`src/design/geometric_interval_subdivider_macros.svh`:
```
// ---------------------------------------------------------------------------
// geometric interval subdivider assertion macros
// shared property forms for the design's checks
// ---------------------------------------------------------------------------
`ifndef GEOMETRIC_INTERVAL_SUBDIVIDER_MACROS_SVH
`define GEOMETRIC_INTERVAL_SUBDIVIDER_MACROS_SVH

// same-cycle implication
`define GIS_CHECK(lbl, ante, cons, msg) \
  lbl: assert property (@(posedge clk) disable iff (!rst_n) (ante) |-> (cons)) else $error(msg);

// next-cycle implication
`define GIS_NEXT(lbl, ante, cons, msg) \
  lbl: assert property (@(posedge clk) disable iff (!rst_n) (ante) |=> (cons)) else $error(msg);

`endif

```
`src/design/gis_pkg.sv`:
```
// ---------------------------------------------------------------------------
// gis_pkg
// shared types and constants of the geometric interval subdivider
// ---------------------------------------------------------------------------
`timescale 1ns / 1ps

package gis_pkg;

  localparam int MAX_SEGMENTS_DEF    = 64;
  localparam int COORD_WIDTH_DEF     = 32;
  localparam int RATIO_FRAC_BITS_DEF = 24;

  localparam int RATIO_WIDTH  = 32;
  localparam int COUNT_WIDTH  = 7;
  localparam int INDEX_WIDTH  = 6;
  localparam int STATUS_WIDTH = 2;
  localparam int WFRAC        = 30;
  localparam int DIV_BITS     = RATIO_WIDTH + WFRAC;
  localparam int DCNT_WIDTH   = $clog2(DIV_BITS);

  localparam logic [STATUS_WIDTH-1:0] ST_POINT = 2'd0;
  localparam logic [STATUS_WIDTH-1:0] ST_BAD   = 2'd1;
  localparam logic [STATUS_WIDTH-1:0] ST_EMPTY = 2'd2;
  localparam logic [STATUS_WIDTH-1:0] ST_OVF   = 2'd3;

  typedef struct packed {
    logic [STATUS_WIDTH-1:0] status;
    logic                    unit;
  } item_ctl_t;

  typedef enum logic [2:0] {
    BK_IDLE,
    BK_POW,
    BK_PREP,
    BK_DIV,
    BK_SUM,
    BK_MUL,
    BK_EMIT
  } back_state_t;

endpackage

```
`src/design/gis_queue.sv`:
```
// ---------------------------------------------------------------------------
// gis_queue
// two-entry queue between the classifier and the subdivision engine
// ---------------------------------------------------------------------------
`timescale 1ns / 1ps

module gis_queue #(
  parameter int CW = gis_pkg::COORD_WIDTH_DEF
) (
  input  logic                            clk,
  input  logic                            rst_n,
  input  logic                            push,
  input  gis_pkg::item_ctl_t              push_ctl,
  input  logic [gis_pkg::COUNT_WIDTH-1:0] push_n,
  input  logic [gis_pkg::RATIO_WIDTH-1:0] push_q,
  input  logic [CW-1:0]                   push_sx,
  input  logic [CW-1:0]                   push_sy,
  input  logic [CW:0]                     push_magx,
  input  logic [CW:0]                     push_magy,
  input  logic                            push_negx,
  input  logic                            push_negy,
  output logic                            full,
  input  logic                            pop,
  output logic                            head_valid,
  output gis_pkg::item_ctl_t              head_ctl,
  output logic [gis_pkg::COUNT_WIDTH-1:0] head_n,
  output logic [gis_pkg::RATIO_WIDTH-1:0] head_q,
  output logic [CW-1:0]                   head_sx,
  output logic [CW-1:0]                   head_sy,
  output logic [CW:0]                     head_magx,
  output logic [CW:0]                     head_magy,
  output logic                            head_negx,
  output logic                            head_negy
);
  import gis_pkg::*;

  localparam int EW = $bits(item_ctl_t) + COUNT_WIDTH + RATIO_WIDTH + 2 * CW + 2 * (CW + 1) + 2;

  logic [1:0]    cnt_r, cnt_nxt;
  logic [EW-1:0] head_r, tail_r, entry;
  logic          do_pop;

  assign entry = {push_ctl, push_n, push_q, push_sx, push_sy,
                  push_magx, push_magy, push_negx, push_negy};
  assign {head_ctl, head_n, head_q, head_sx, head_sy,
          head_magx, head_magy, head_negx, head_negy} = head_r;

  assign full       = (cnt_r == 2'd2);
  assign head_valid = (cnt_r != 2'd0);
  assign do_pop     = pop && head_valid;

  always_comb begin
    cnt_nxt = cnt_r;
    if (push && !do_pop) begin
      cnt_nxt = cnt_r + 2'd1;
    end else if (do_pop && !push) begin
      cnt_nxt = cnt_r - 2'd1;
    end
  end

  always_ff @(posedge clk) begin
    if (!rst_n) begin
      cnt_r <= 2'd0;
    end else begin
      cnt_r <= cnt_nxt;
    end
  end

  always_ff @(posedge clk) begin
    if (do_pop) begin
      if (cnt_r == 2'd2) begin
        head_r <= tail_r;
        if (push) begin
          tail_r <= entry;
        end
      end else if (push) begin
        head_r <= entry;
      end
    end else if (push) begin
      if (cnt_r == 2'd0) begin
        head_r <= entry;
      end else begin
        tail_r <= entry;
      end
    end
  end

endmodule

```
`config.mk`:
```
export PLATFORM = sky130hd
export DESIGN_NAME = gis_queue
export DESIGN_NICKNAME = d
export VERILOG_FILES = /design/src/design/geometric_interval_subdivider_macros.svh /design/src/design/gis_pkg.sv /design/src/design/gis_queue.sv
export SDC_FILE = /design/constraint.sdc
export NUM_CORES = 1
export LEC_CHECK = 0
export BUFFER_PORTS_ARGS = -buffer_cell sky130_fd_sc_hd__buf_2
export CORE_AREA = 2 2 199 201
export CTS_BUF_LIST = sky130_fd_sc_hd__clkbuf_4
export CTS_CLUSTER_SIZE = 12
export DETAILED_ROUTE_END_ITERATION = 16
export DIE_AREA = 0 0 201 203
export PLACE_DENSITY_LB_ADDON = 0.12
export SETUP_SLACK_MARGIN = 0.4
export SYNTH_ARGS = -nofsm -noshare
export SYNTH_HDL_FRONTEND = slang
export SYNTH_SLANG_ARGS = --single-unit
```
`constraint.sdc`:
```
create_clock -name clk -period 50.5 [get_ports clk]
set_input_delay 10.1 -clock clk [delete_from_list [all_inputs] [get_ports clk]]
set_output_delay 10.1 -clock clk [all_outputs]
set_load 0.05 [all_outputs]
```
==> flow_summary.json <==
{
  "cts_max_path_buffers": 3,
  "arrival_ns": 13.06,
  "finalSetupTns_ns": 0,
  "dp_hpwl_um": 18320,
  "final_util_pct": 43.99,
  "period_share_pct": 24.90,
  "io_buffer_count": 353,
  "yosysMostFrequentCell": "edfxtp_1",
  "area.growth.synth_to_final_pct": 26.30,
  "setup_violations": 0,
  "antenna_found_initial": 7,
  "cp_slowest_cell": "buf_4",
  "peakVddDrop_uv": 47.31,
  "postSynthAreaPerCell_um2": 23.80,
  "rsz0062_at_grt": "no",
  "die_h_um": 203,
  "grt_pass1_wl_um": 42220,
  "ys_seq_area_share_pct": 78.30,
  "grt_pass1_vias": 7184,
  "combPwrFrac_pct": 30.3,
  "crit_top_cell": "buf_4",
  "fp-row-count": 72,
  "cts_root_buf": "clkbuf_4",
  "critPathLaunchType": "primary input",
  "finalCriticalPeriod_ns": 12.57,
  "cts_resized": 0,
  "pwr-share-clk_pct": 26.0,
  "ant_nets": 0,
  "synth.area.top_cells": "edfxtp_1, mux2_4, buf_6",
  "p_seq_share_pct": 43.7,
  "status": "finished, final reports clean",
  "synth.distinct_cells": 21,
  "worstPathBufferInverterCount": 3,
  "die_w_um": 201,
  "hold_viol_final": 0,
  "endpoint_kind": "register",
  "clock-sinks": 350,
  "crit_chain": "buf_2 -> nand2_8 -> buf_4 -> buf_4 -> mux2_2",
  "synth_ff_type": "edfxtp_1",
  "min_path_type": "register to register",
  "swShare_pct": 36.63,
  "drt-initial-drc-count": 259,
  "core_area_um2": 38470,
  "ys_ff_latch": 350,
  "clock_latency_ns": 0.76,
  "skew_ns": 0.03000,
  "cts_hold_buffers": 0,
  "worst_ep_required_time_ns": 50.99,
  "gp_congestion": 0.7089,
  "yosys.area.top_type": "edfxtp_1",
  "async_flop_share_pct": 0,
  "max_slew_margin_pct": 33.36,
  "switchingPower_uw": 358.7,
  "p_per_area_nw_per_um2": 57.88,
  "p_int_uw": 620.7,
  "path_max_fanout": 84,
  "yosys_warnings": 0,
  "nets": 1183,
  "grt_overflow": 0,
  "synth-edff-count": 348,
  "vias_per_cell": 4.287,
  "grt_usage_pct": 13.70,
  "post_cts_buffers": 0,
  "wl_um": 28560,
  "cp_slowest_stage_delay_ns": 0.86,
  "drv_slew": 0,
  "syn_area_um2": 13400,
  "dr.pass1.iters": 4,
  "synth_commonest_cells": "edfxtp_1, mux2_4, buf_6",
  "wire_per_inst_um": 17.95,
  "path_delay_family": "buffers and inverters",
  "tightest_slew_ns": 0.9996,
  "cts_tree": "done",
  "p_leak_nw": 7.109,
  "path_clk_slew_ns": 0.07,
  "vias": 6820,
  "drv_cap": 0,
  "grt_max_degree": 85,
  "syn_inst": 563,
  "numCtsBuffers": 96,
  "place_inst": 1423,
  "worstSetupPathType": "primary input to register",
  "layout.cells.non_filler": 1591,
  "io_pins": 354,
  "syn_nets": 743,
  "whs_ns": 0.5171,
  "drc_errors": 0,
  "drive_above_1_share_pct": 64.17,
  "fmax_ghz": 0.07953,
  "cts_max_level": 3,
  "floorplan.initialDensity_pct": 34.83,
  "dieArea_um2": 40800,
  "yosysTopAreaCellShare_pct": 78.00
}
-- cell usage in the layout (no fill, tap or decap), types with 2 or more instances in the layout --
| cell type | synthesis | routed |
|---|---|---|
| mux2i_1 | 2 | 2 |
| ha_1 | 2 | 2 |
| buf_4 | 0 | 8 |
| buf_2 | 1 | 353 |
| mux2_2 | 14 | 14 |
| clkbuf_4 | 0 | 138 |
| nand2_1 | 4 | 4 |
| dfxtp_1 | 2 | 2 |
| mux2_4 | 160 | 160 |
| edfxtp_1 | 348 | 348 |
| diode_2 | 0 | 7 |
| clkinv_1 | 0 | 17 |
| bufinv_16 | 0 | 3 |
-- cell families (layout without fill, tap and decap cells) --
logic type	Yosys count	after routing	synth area share [%]
adders and majority gates	2	2	0.1867
buffers and inverters	20	523	1.578
and+or+nand+nor	11	11	0.4763
other	0	7	0
xor gates and xnor gates	2	2	0.1308
DFF	350	350	78.30
AOI/OAI and AO/OA	2	2	0.07464
muxes	176	176	19.26
-- power groups by stage --
stage | Clock [mW] | Combinational, mW | Sequential [mW]
floorplan | 0 | 0.0787 | 0.609
global placement | 0 | 0.302 | 0.433
detailed placement | 0 | 0.302 | 0.434
CTS | 0.267 | 0.303 | 0.429
global route | 0.281 | 0.310 | 0.435
finish | 0.254 | 0.297 | 0.428
-- path summary, 6_finish.rpt --
check | from | end | slack, ns | cells past startpoint
hold / removal | tail_r[119] | head_r[119] | 0.52 | 1
setup reg to reg | cnt_r[0] | head_r[173] | 46.77 | 5
hold reg to reg | tail_r[119] | head_r[119] | 0.52 | 1
setup / recovery | pop | head_r[173] | 37.93 | 5
-- sequential cells by signal (all words and copies together), names as in the netlist --
name    flops
cnt_r       2
tail_r    174
head_r    174
-- worst reg2reg max path, cell delays in order (launching register included) --
cell	delay (ns)
dfxtp_1	0.54
nor2b_4	0.11
nand2_8	0.64
buf_4	0.96
buf_4	0.77
mux2_2	0.45
-- layout make-up --
class | instances | area [um2]
multi-input combinational | 193 | 2729
clock inverter | 23 | 170.2
antenna | 7 | 17.52
inverter | 1 | 3.754
sequential | 350 | 10490
tap | 518 | 648.1
fill | 3519 | 21550
timing repair buffer | 361 | 1827
clock buffer | 138 | 1036
-- through the flow --
| stage | instance area (um2) | setup slack (ns) | power, mW |
|---|---|---|---|
| final | 16920 | 37.93 | 0.9795 |
| after detailed placement | 15700 | 37.05 | 0.7365 |
| after global placement | 15700 | 37.04 | 0.7355 |
| after CTS | 16900 | 37.92 | 0.9989 |
| after floorplan | 13400 | 27.26 | 0.6875 |
| after global routing | 16920 | 37.84 | 1.027 |
-- metal layers --
| metal | track usage, % | routed length (um) | vias up |
|---|---|---|---|
| met5 | 0 | 18 | - |
| met4 | 6.138 | 740 | 4 |
| met3 | 6.340 | 2417 | 61 |
| met2 | 21.23 | 13630 | 268 |
| met1 | 16.35 | 11750 | 3302 |
| li1 | - | - | 3185 |
Note: power is estimated with default switching activity, not from simulation.
