File: config.mk
export PLATFORM = sky130hd
export DESIGN_NAME = gis_front_flat
export DESIGN_NICKNAME = d
export VERILOG_FILES = /design/src/design/geometric_interval_subdivider_macros.svh /design/src/design/gis_pkg.sv /design/src/design/gis_if.sv /design/src/design/gis_front.sv /design/src/flat_wrapper.sv
export SDC_FILE = /design/constraint.sdc
export NUM_CORES = 1
export LEC_CHECK = 0
export BUFFER_PORTS_ARGS = -buffer_cell sky130_fd_sc_hd__buf_2
export CORE_MARGIN = 10
export CORE_UTILIZATION = 26
export DETAILED_ROUTE_END_ITERATION = 8
export PLACE_DENSITY = 0.63
export SETUP_SLACK_MARGIN = 0.15
export SYNTH_ARGS = -nofsm -noshare
export SYNTH_HDL_FRONTEND = slang
export SYNTH_SLANG_ARGS = --single-unit
export TNS_END_PERCENT = 50
File: constraint.sdc
create_clock -name vclk -period 3.3
set_input_delay 0.165 -clock vclk [all_inputs]
set_output_delay 0.165 -clock vclk [all_outputs]
set_load 0.02 [all_outputs]
File: src/design/geometric_interval_subdivider_macros.svh
// ---------------------------------------------------------------------------
// geometric interval subdivider assertion macros
// shared property forms for the design's checks
// ---------------------------------------------------------------------------
`ifndef GEOMETRIC_INTERVAL_SUBDIVIDER_MACROS_SVH
`define GEOMETRIC_INTERVAL_SUBDIVIDER_MACROS_SVH

// same-cycle implication
`define GIS_CHECK(lbl, ante, cons, msg) \
  lbl: assert property (@(posedge clk) disable iff (!rst_n) (ante) |-> (cons)) else $error(msg);

// next-cycle implication
`define GIS_NEXT(lbl, ante, cons, msg) \
  lbl: assert property (@(posedge clk) disable iff (!rst_n) (ante) |=> (cons)) else $error(msg);

`endif

File: src/design/gis_pkg.sv
// ---------------------------------------------------------------------------
// gis_pkg
// shared types and constants of the geometric interval subdivider
// ---------------------------------------------------------------------------
`timescale 1ns / 1ps

package gis_pkg;

  localparam int MAX_SEGMENTS_DEF    = 64;
  localparam int COORD_WIDTH_DEF     = 32;
  localparam int RATIO_FRAC_BITS_DEF = 24;

  localparam int RATIO_WIDTH  = 32;
  localparam int COUNT_WIDTH  = 7;
  localparam int INDEX_WIDTH  = 6;
  localparam int STATUS_WIDTH = 2;
  localparam int WFRAC        = 30;
  localparam int DIV_BITS     = RATIO_WIDTH + WFRAC;
  localparam int DCNT_WIDTH   = $clog2(DIV_BITS);

  localparam logic [STATUS_WIDTH-1:0] ST_POINT = 2'd0;
  localparam logic [STATUS_WIDTH-1:0] ST_BAD   = 2'd1;
  localparam logic [STATUS_WIDTH-1:0] ST_EMPTY = 2'd2;
  localparam logic [STATUS_WIDTH-1:0] ST_OVF   = 2'd3;

  typedef struct packed {
    logic [STATUS_WIDTH-1:0] status;
    logic                    unit;
  } item_ctl_t;

  typedef enum logic [2:0] {
    BK_IDLE,
    BK_POW,
    BK_PREP,
    BK_DIV,
    BK_SUM,
    BK_MUL,
    BK_EMIT
  } back_state_t;

endpackage

File: src/design/gis_if.sv
// ---------------------------------------------------------------------------
// gis channel interfaces
// input interval channel and result channel, valid/ready handshake
// ---------------------------------------------------------------------------
`timescale 1ns / 1ps

interface gis_in_if #(parameter int CW = 32);
  logic                 valid;
  logic                 ready;
  logic signed [CW-1:0] start_x;
  logic signed [CW-1:0] start_y;
  logic signed [CW-1:0] end_x;
  logic signed [CW-1:0] end_y;
  logic [6:0]           segment_count;
  logic [31:0]          ratio;

  modport source(output valid, start_x, start_y, end_x, end_y, segment_count, ratio,
                 input ready);
  modport sink(input valid, start_x, start_y, end_x, end_y, segment_count, ratio,
               output ready);
endinterface


File: src/design/gis_front.sv
// ---------------------------------------------------------------------------
// gis_front
// classifies incoming intervals and forms the axis lengths
// ---------------------------------------------------------------------------
`timescale 1ns / 1ps

module gis_front #(
  parameter int CW   = gis_pkg::COORD_WIDTH_DEF,
  parameter int MAXS = gis_pkg::MAX_SEGMENTS_DEF,
  parameter int RFB  = gis_pkg::RATIO_FRAC_BITS_DEF
) (
  gis_in_if.sink                          in_ch,
  output logic                            push,
  output gis_pkg::item_ctl_t              push_ctl,
  output logic [gis_pkg::COUNT_WIDTH-1:0] push_n,
  output logic [gis_pkg::RATIO_WIDTH-1:0] push_q,
  output logic [CW-1:0]                   push_sx,
  output logic [CW-1:0]                   push_sy,
  output logic [CW:0]                     push_magx,
  output logic [CW:0]                     push_magy,
  output logic                            push_negx,
  output logic                            push_negy,
  input  logic                            full
);
  import gis_pkg::*;

  localparam logic [RATIO_WIDTH-1:0] QONE = RATIO_WIDTH'(64'(1) << RFB);

  logic [CW:0] lx, ly;
  logic        bad;

  assign in_ch.ready = !full;
  assign push        = in_ch.valid && !full;

  assign bad = (in_ch.segment_count == '0) ||
               (in_ch.segment_count > COUNT_WIDTH'(MAXS)) ||
               (in_ch.ratio == '0);

  always_comb begin
    if (bad) begin
      push_ctl.status = ST_BAD;
    end else if (in_ch.segment_count == COUNT_WIDTH'(1)) begin
      push_ctl.status = ST_EMPTY;
    end else begin
      push_ctl.status = ST_POINT;
    end
    push_ctl.unit = (in_ch.ratio == QONE);
  end

  // lengths need one extra bit
  assign lx = {in_ch.end_x[CW-1], in_ch.end_x} - {in_ch.start_x[CW-1], in_ch.start_x};
  assign ly = {in_ch.end_y[CW-1], in_ch.end_y} - {in_ch.start_y[CW-1], in_ch.start_y};

  assign push_negx = lx[CW];
  assign push_negy = ly[CW];
  assign push_magx = lx[CW] ? -lx : lx;
  assign push_magy = ly[CW] ? -ly : ly;
  assign push_n    = in_ch.segment_count;
  assign push_q    = in_ch.ratio;
  assign push_sx   = in_ch.start_x;
  assign push_sy   = in_ch.start_y;

endmodule

File: src/flat_wrapper.sv
// flat-port wrapper written by rule: the top's interface ports become plain ports
module gis_front_flat import gis_pkg::*;
#(
  parameter int CW   = gis_pkg::COORD_WIDTH_DEF,
  parameter int MAXS = gis_pkg::MAX_SEGMENTS_DEF,
  parameter int RFB  = gis_pkg::RATIO_FRAC_BITS_DEF
)
  (push, push_ctl, push_n, push_q, push_sx, push_sy, push_magx, push_magy, push_negx, push_negy, full, in_ch_valid, in_ch_start_x, in_ch_start_y, in_ch_end_x, in_ch_end_y, in_ch_segment_count, in_ch_ratio, in_ch_ready);
  gis_in_if #(.CW(CW)) in_ch_i ();
  output logic push;
  output gis_pkg::item_ctl_t push_ctl;
  output logic [gis_pkg::COUNT_WIDTH-1:0] push_n;
  output logic [gis_pkg::RATIO_WIDTH-1:0] push_q;
  output logic [CW-1:0] push_sx;
  output logic [CW-1:0] push_sy;
  output logic [CW:0] push_magx;
  output logic [CW:0] push_magy;
  output logic push_negx;
  output logic push_negy;
  input  logic full;
  input wire logic [$bits(in_ch_i.valid)-1:0] in_ch_valid;
  input wire logic [$bits(in_ch_i.start_x)-1:0] in_ch_start_x;
  input wire logic [$bits(in_ch_i.start_y)-1:0] in_ch_start_y;
  input wire logic [$bits(in_ch_i.end_x)-1:0] in_ch_end_x;
  input wire logic [$bits(in_ch_i.end_y)-1:0] in_ch_end_y;
  input wire logic [$bits(in_ch_i.segment_count)-1:0] in_ch_segment_count;
  input wire logic [$bits(in_ch_i.ratio)-1:0] in_ch_ratio;
  output wire logic [$bits(in_ch_i.ready)-1:0] in_ch_ready;
  assign in_ch_i.valid = in_ch_valid;
  assign in_ch_i.start_x = in_ch_start_x;
  assign in_ch_i.start_y = in_ch_start_y;
  assign in_ch_i.end_x = in_ch_end_x;
  assign in_ch_i.end_y = in_ch_end_y;
  assign in_ch_i.segment_count = in_ch_segment_count;
  assign in_ch_i.ratio = in_ch_ratio;
  assign in_ch_ready = in_ch_i.ready;
  gis_front #(.CW(CW), .MAXS(MAXS), .RFB(RFB)) u_core (.in_ch(in_ch_i), .push(push), .push_ctl(push_ctl), .push_n(push_n), .push_q(push_q), .push_sx(push_sx), .push_sy(push_sy), .push_magx(push_magx), .push_magy(push_magy), .push_negx(push_negx), .push_negy(push_negy), .full(full));
endmodule
==> impl_metrics.toml <==
[die]
start_util_pct = 26.6
fp-row-count = 57
die_y_microns = 179
io_pins = 345
dieArea_sq_um = 31900
die_x_microns = 179
coreArea_sq_um = 24500

[critical_path]
cp.required_ns = 3.13
critPathCapture = "push_magy[27]"
start_kind = "primary input"
worstSetupStartpoint = "in_ch_end_y[0]"
arrival_ns = 3.33
critPathCaptureType = "primary output"
critPathKind = "primary input to primary output"
path_max_fanout = 3

[sta]
finalHoldViolCount = 0
fmax_ghz = 0.286
setup_viol = 24
layout_min_cycle_time_ns = 3.50
slew_headroom_pct = 64.8
fin_ws_ns = -0.199
finalMaxSlewViolations = 0
post-route-period-util_pct = 106
worstMarginPinSlew_ns = 0.526
rsz0062_at_grt = "yes"
tns_ns = -1.95

[routing]
via_count = 8765
drc = 0
drt-vias-per-instance = 5.01
wirelength_mm = 31.1
dr.pass1.iters = 5
ant_nets = 0
wire_per_inst_microns = 17.8
dr.first_iter.drc_count = 426

[pwr]
pwr-share-clk_pct = 0
p_sw_share_pct = 54.2
leakage_nw = 5.57
seqPwrFrac_pct = 0
power_density_nw_per_um2 = 318
power.internal_w = 0.00169
p_comb_share_pct = 100.0
p_sw_w = 0.00200
peakVddDrop_mv = 0.313

[cells_and_area]
clockBufferCount = 0
syn2layout_area_growth_pct = 77.3
seqCellArea_sq_um = 0
drive_above_1_share_pct = 57.6
fin_util_pct = 47.2
final_nets = 1664
antenna_cells = 0
sequential_cell_total = 0

[place]
hpwl_mm = 23.9
gp_congestion = 0.872
numPortBuffers = 345

[global_route]
grt.overflow.total = 0
antenna_found_initial = 0
grt_max_degree = 20
grt_usage_pct = 16.3
grt_pass1_wl_mm = 43.9
grt_pass1_vias = 8739

[synth]
synthCells = 972
ys_seq_area_share_pct = 0
syn_area_sq_um = 6540
yosysWarnings = 0
synth_nets = 1209
syn_area_per_cell_sq_um = 6.72
yosys.cell_types.count = 82

[min_path]
hold_path_depth = 2
min_path_type = "primary input to primary output"

[job]
drv_cap = 0

[status]
violations = "negative setup slack"
status = "complete, but fails checks"
## layer usage
layer  routed length (microns)  track usage, %  vias to the layer above  share of wire (%)
met5                         0               0                        -                  0
met2                     16300            31.7                      350                 52
met1                     12000            18.3                     4121                 38
met3                      2280            3.00                       42                7.3
met4                       558            2.00                        0                1.8
li1                          -               -                     4252                  -
## timing repair
item                                   CTS  global route
setup endpoints to repair               65            64
endpoints found under the hold margin    0             0
hold buffers                             0             0
setup buffers                           29            21
gates resized for setup                199           151
gates cloned                             0             1
pin swaps                              104            77
## worst min-delay path by stage
stage / start / endpoint
2_1_floorplan: full / in_ch_ready
3_3_place_gp: in_ch_start_y[7] / push_sy[7]
3_5_place_dp: in_ch_start_y[2] / push_sy[2]
4_1_cts: in_ch_start_y[0] / push_sy[0]
5_1_grt: in_ch_start_x[19] / push_sx[19]
6_report: in_ch_start_y[0] / push_sy[0]
## logic make-up after synthesis
logic type      Yosys count  share of synthesized area [%]
fa+ha+maj                68                           13.2
mux                       4                          0.651
xor+xnor                111                           14.9
compound gates          272                           28.4
simple gates            290                           23.4
buf+inv                 227                           19.4
## placed cells by master, fill, tap and decap left out, types with 8 or more instances in the layout
cell type	n
xor2_1	26
and2_1	12
buf_2	276
nand2b_1	9
nand4_1	12
xor2_2	8
xnor2_2	25
nand2_2	8
o21ai_1	8
nor3_1	22
and3_1	8
nor4_1	9
nor2_2	8
o21ai_2	14
nand3_1	25
a21oi_4	10
a21oi_2	21
buf_4	261
ha_4	18
buf_6	44
inv_1	81
o21ai_0	33
o211ai_1	8
nor2_1	46
ha_1	45
a21o_1	30
xnor2_1	49
a21oi_1	39
nand2_1	60
## per-stage QoR
stage	power [W]	cells	hold slack, ns	area (sq um)	setup slack, ns
finish	0.00369	1749	0.562	11600	-0.199
global placement	0.00289	1698	0.565	9570	-0.383
CTS	0.00329	1727	0.564	10700	-0.199
floorplan	0.00182	972	0.407	6900	-0.00637
global route	0.00392	1749	0.571	11600	-0.335
detailed placement	0.00291	1698	0.566	9570	-0.420
## cells in the mapped netlist (all sizes together), types with 13 or more instances
cell type / instances / area (sq um)
a21o: 30 / 225
a21oi: 70 / 362
a31oi: 16 / 100
and2: 13 / 81.3
buf: 112 / 840
clkbuf: 26 / 97.6
ha: 66 / 826
inv: 88 / 330
nand2: 73 / 277
nand3: 27 / 135
nand4: 14 / 109
nor2: 55 / 206
nor3: 25 / 125
nor4: 13 / 87.6
o21ai: 61 / 309
xnor2: 75 / 657
xor2: 36 / 315
## cell type report
type                       count  area [sq um]
fill                        2323         12900
multi-input combinational    745          6810
timing repair buffer         591          4020
tap                          324           405
inverter                      89           359
## power groups by stage
stage               combinational, W  clock, W  sequential (W)
finish                       0.00369         0               0
detailed placement           0.00291         0               0
global route                 0.00392         0               0
global placement             0.00289         0               0
floorplan                    0.00182         0               0
CTS                          0.00329         0               0
## critical path: stages
cell and delay, ns:
buf_8 0.08, inv_8 0.03, ha_4 0.15, fa_2 0.37, nor2b_4 0.18, o2111ai_4 0.15, buf_6 0.16, a21boi_4 0.18
o31ai_4 0.11, a2111oi_4 0.34, o21ai_2 0.14, a2111oi_4 0.35, nand4_1 0.16, buf_6 0.16, buf_6 0.11, o21ai_2 0.14
xnor2_1 0.16, buf_4 0.19
(Power assumes the default switching activity.)
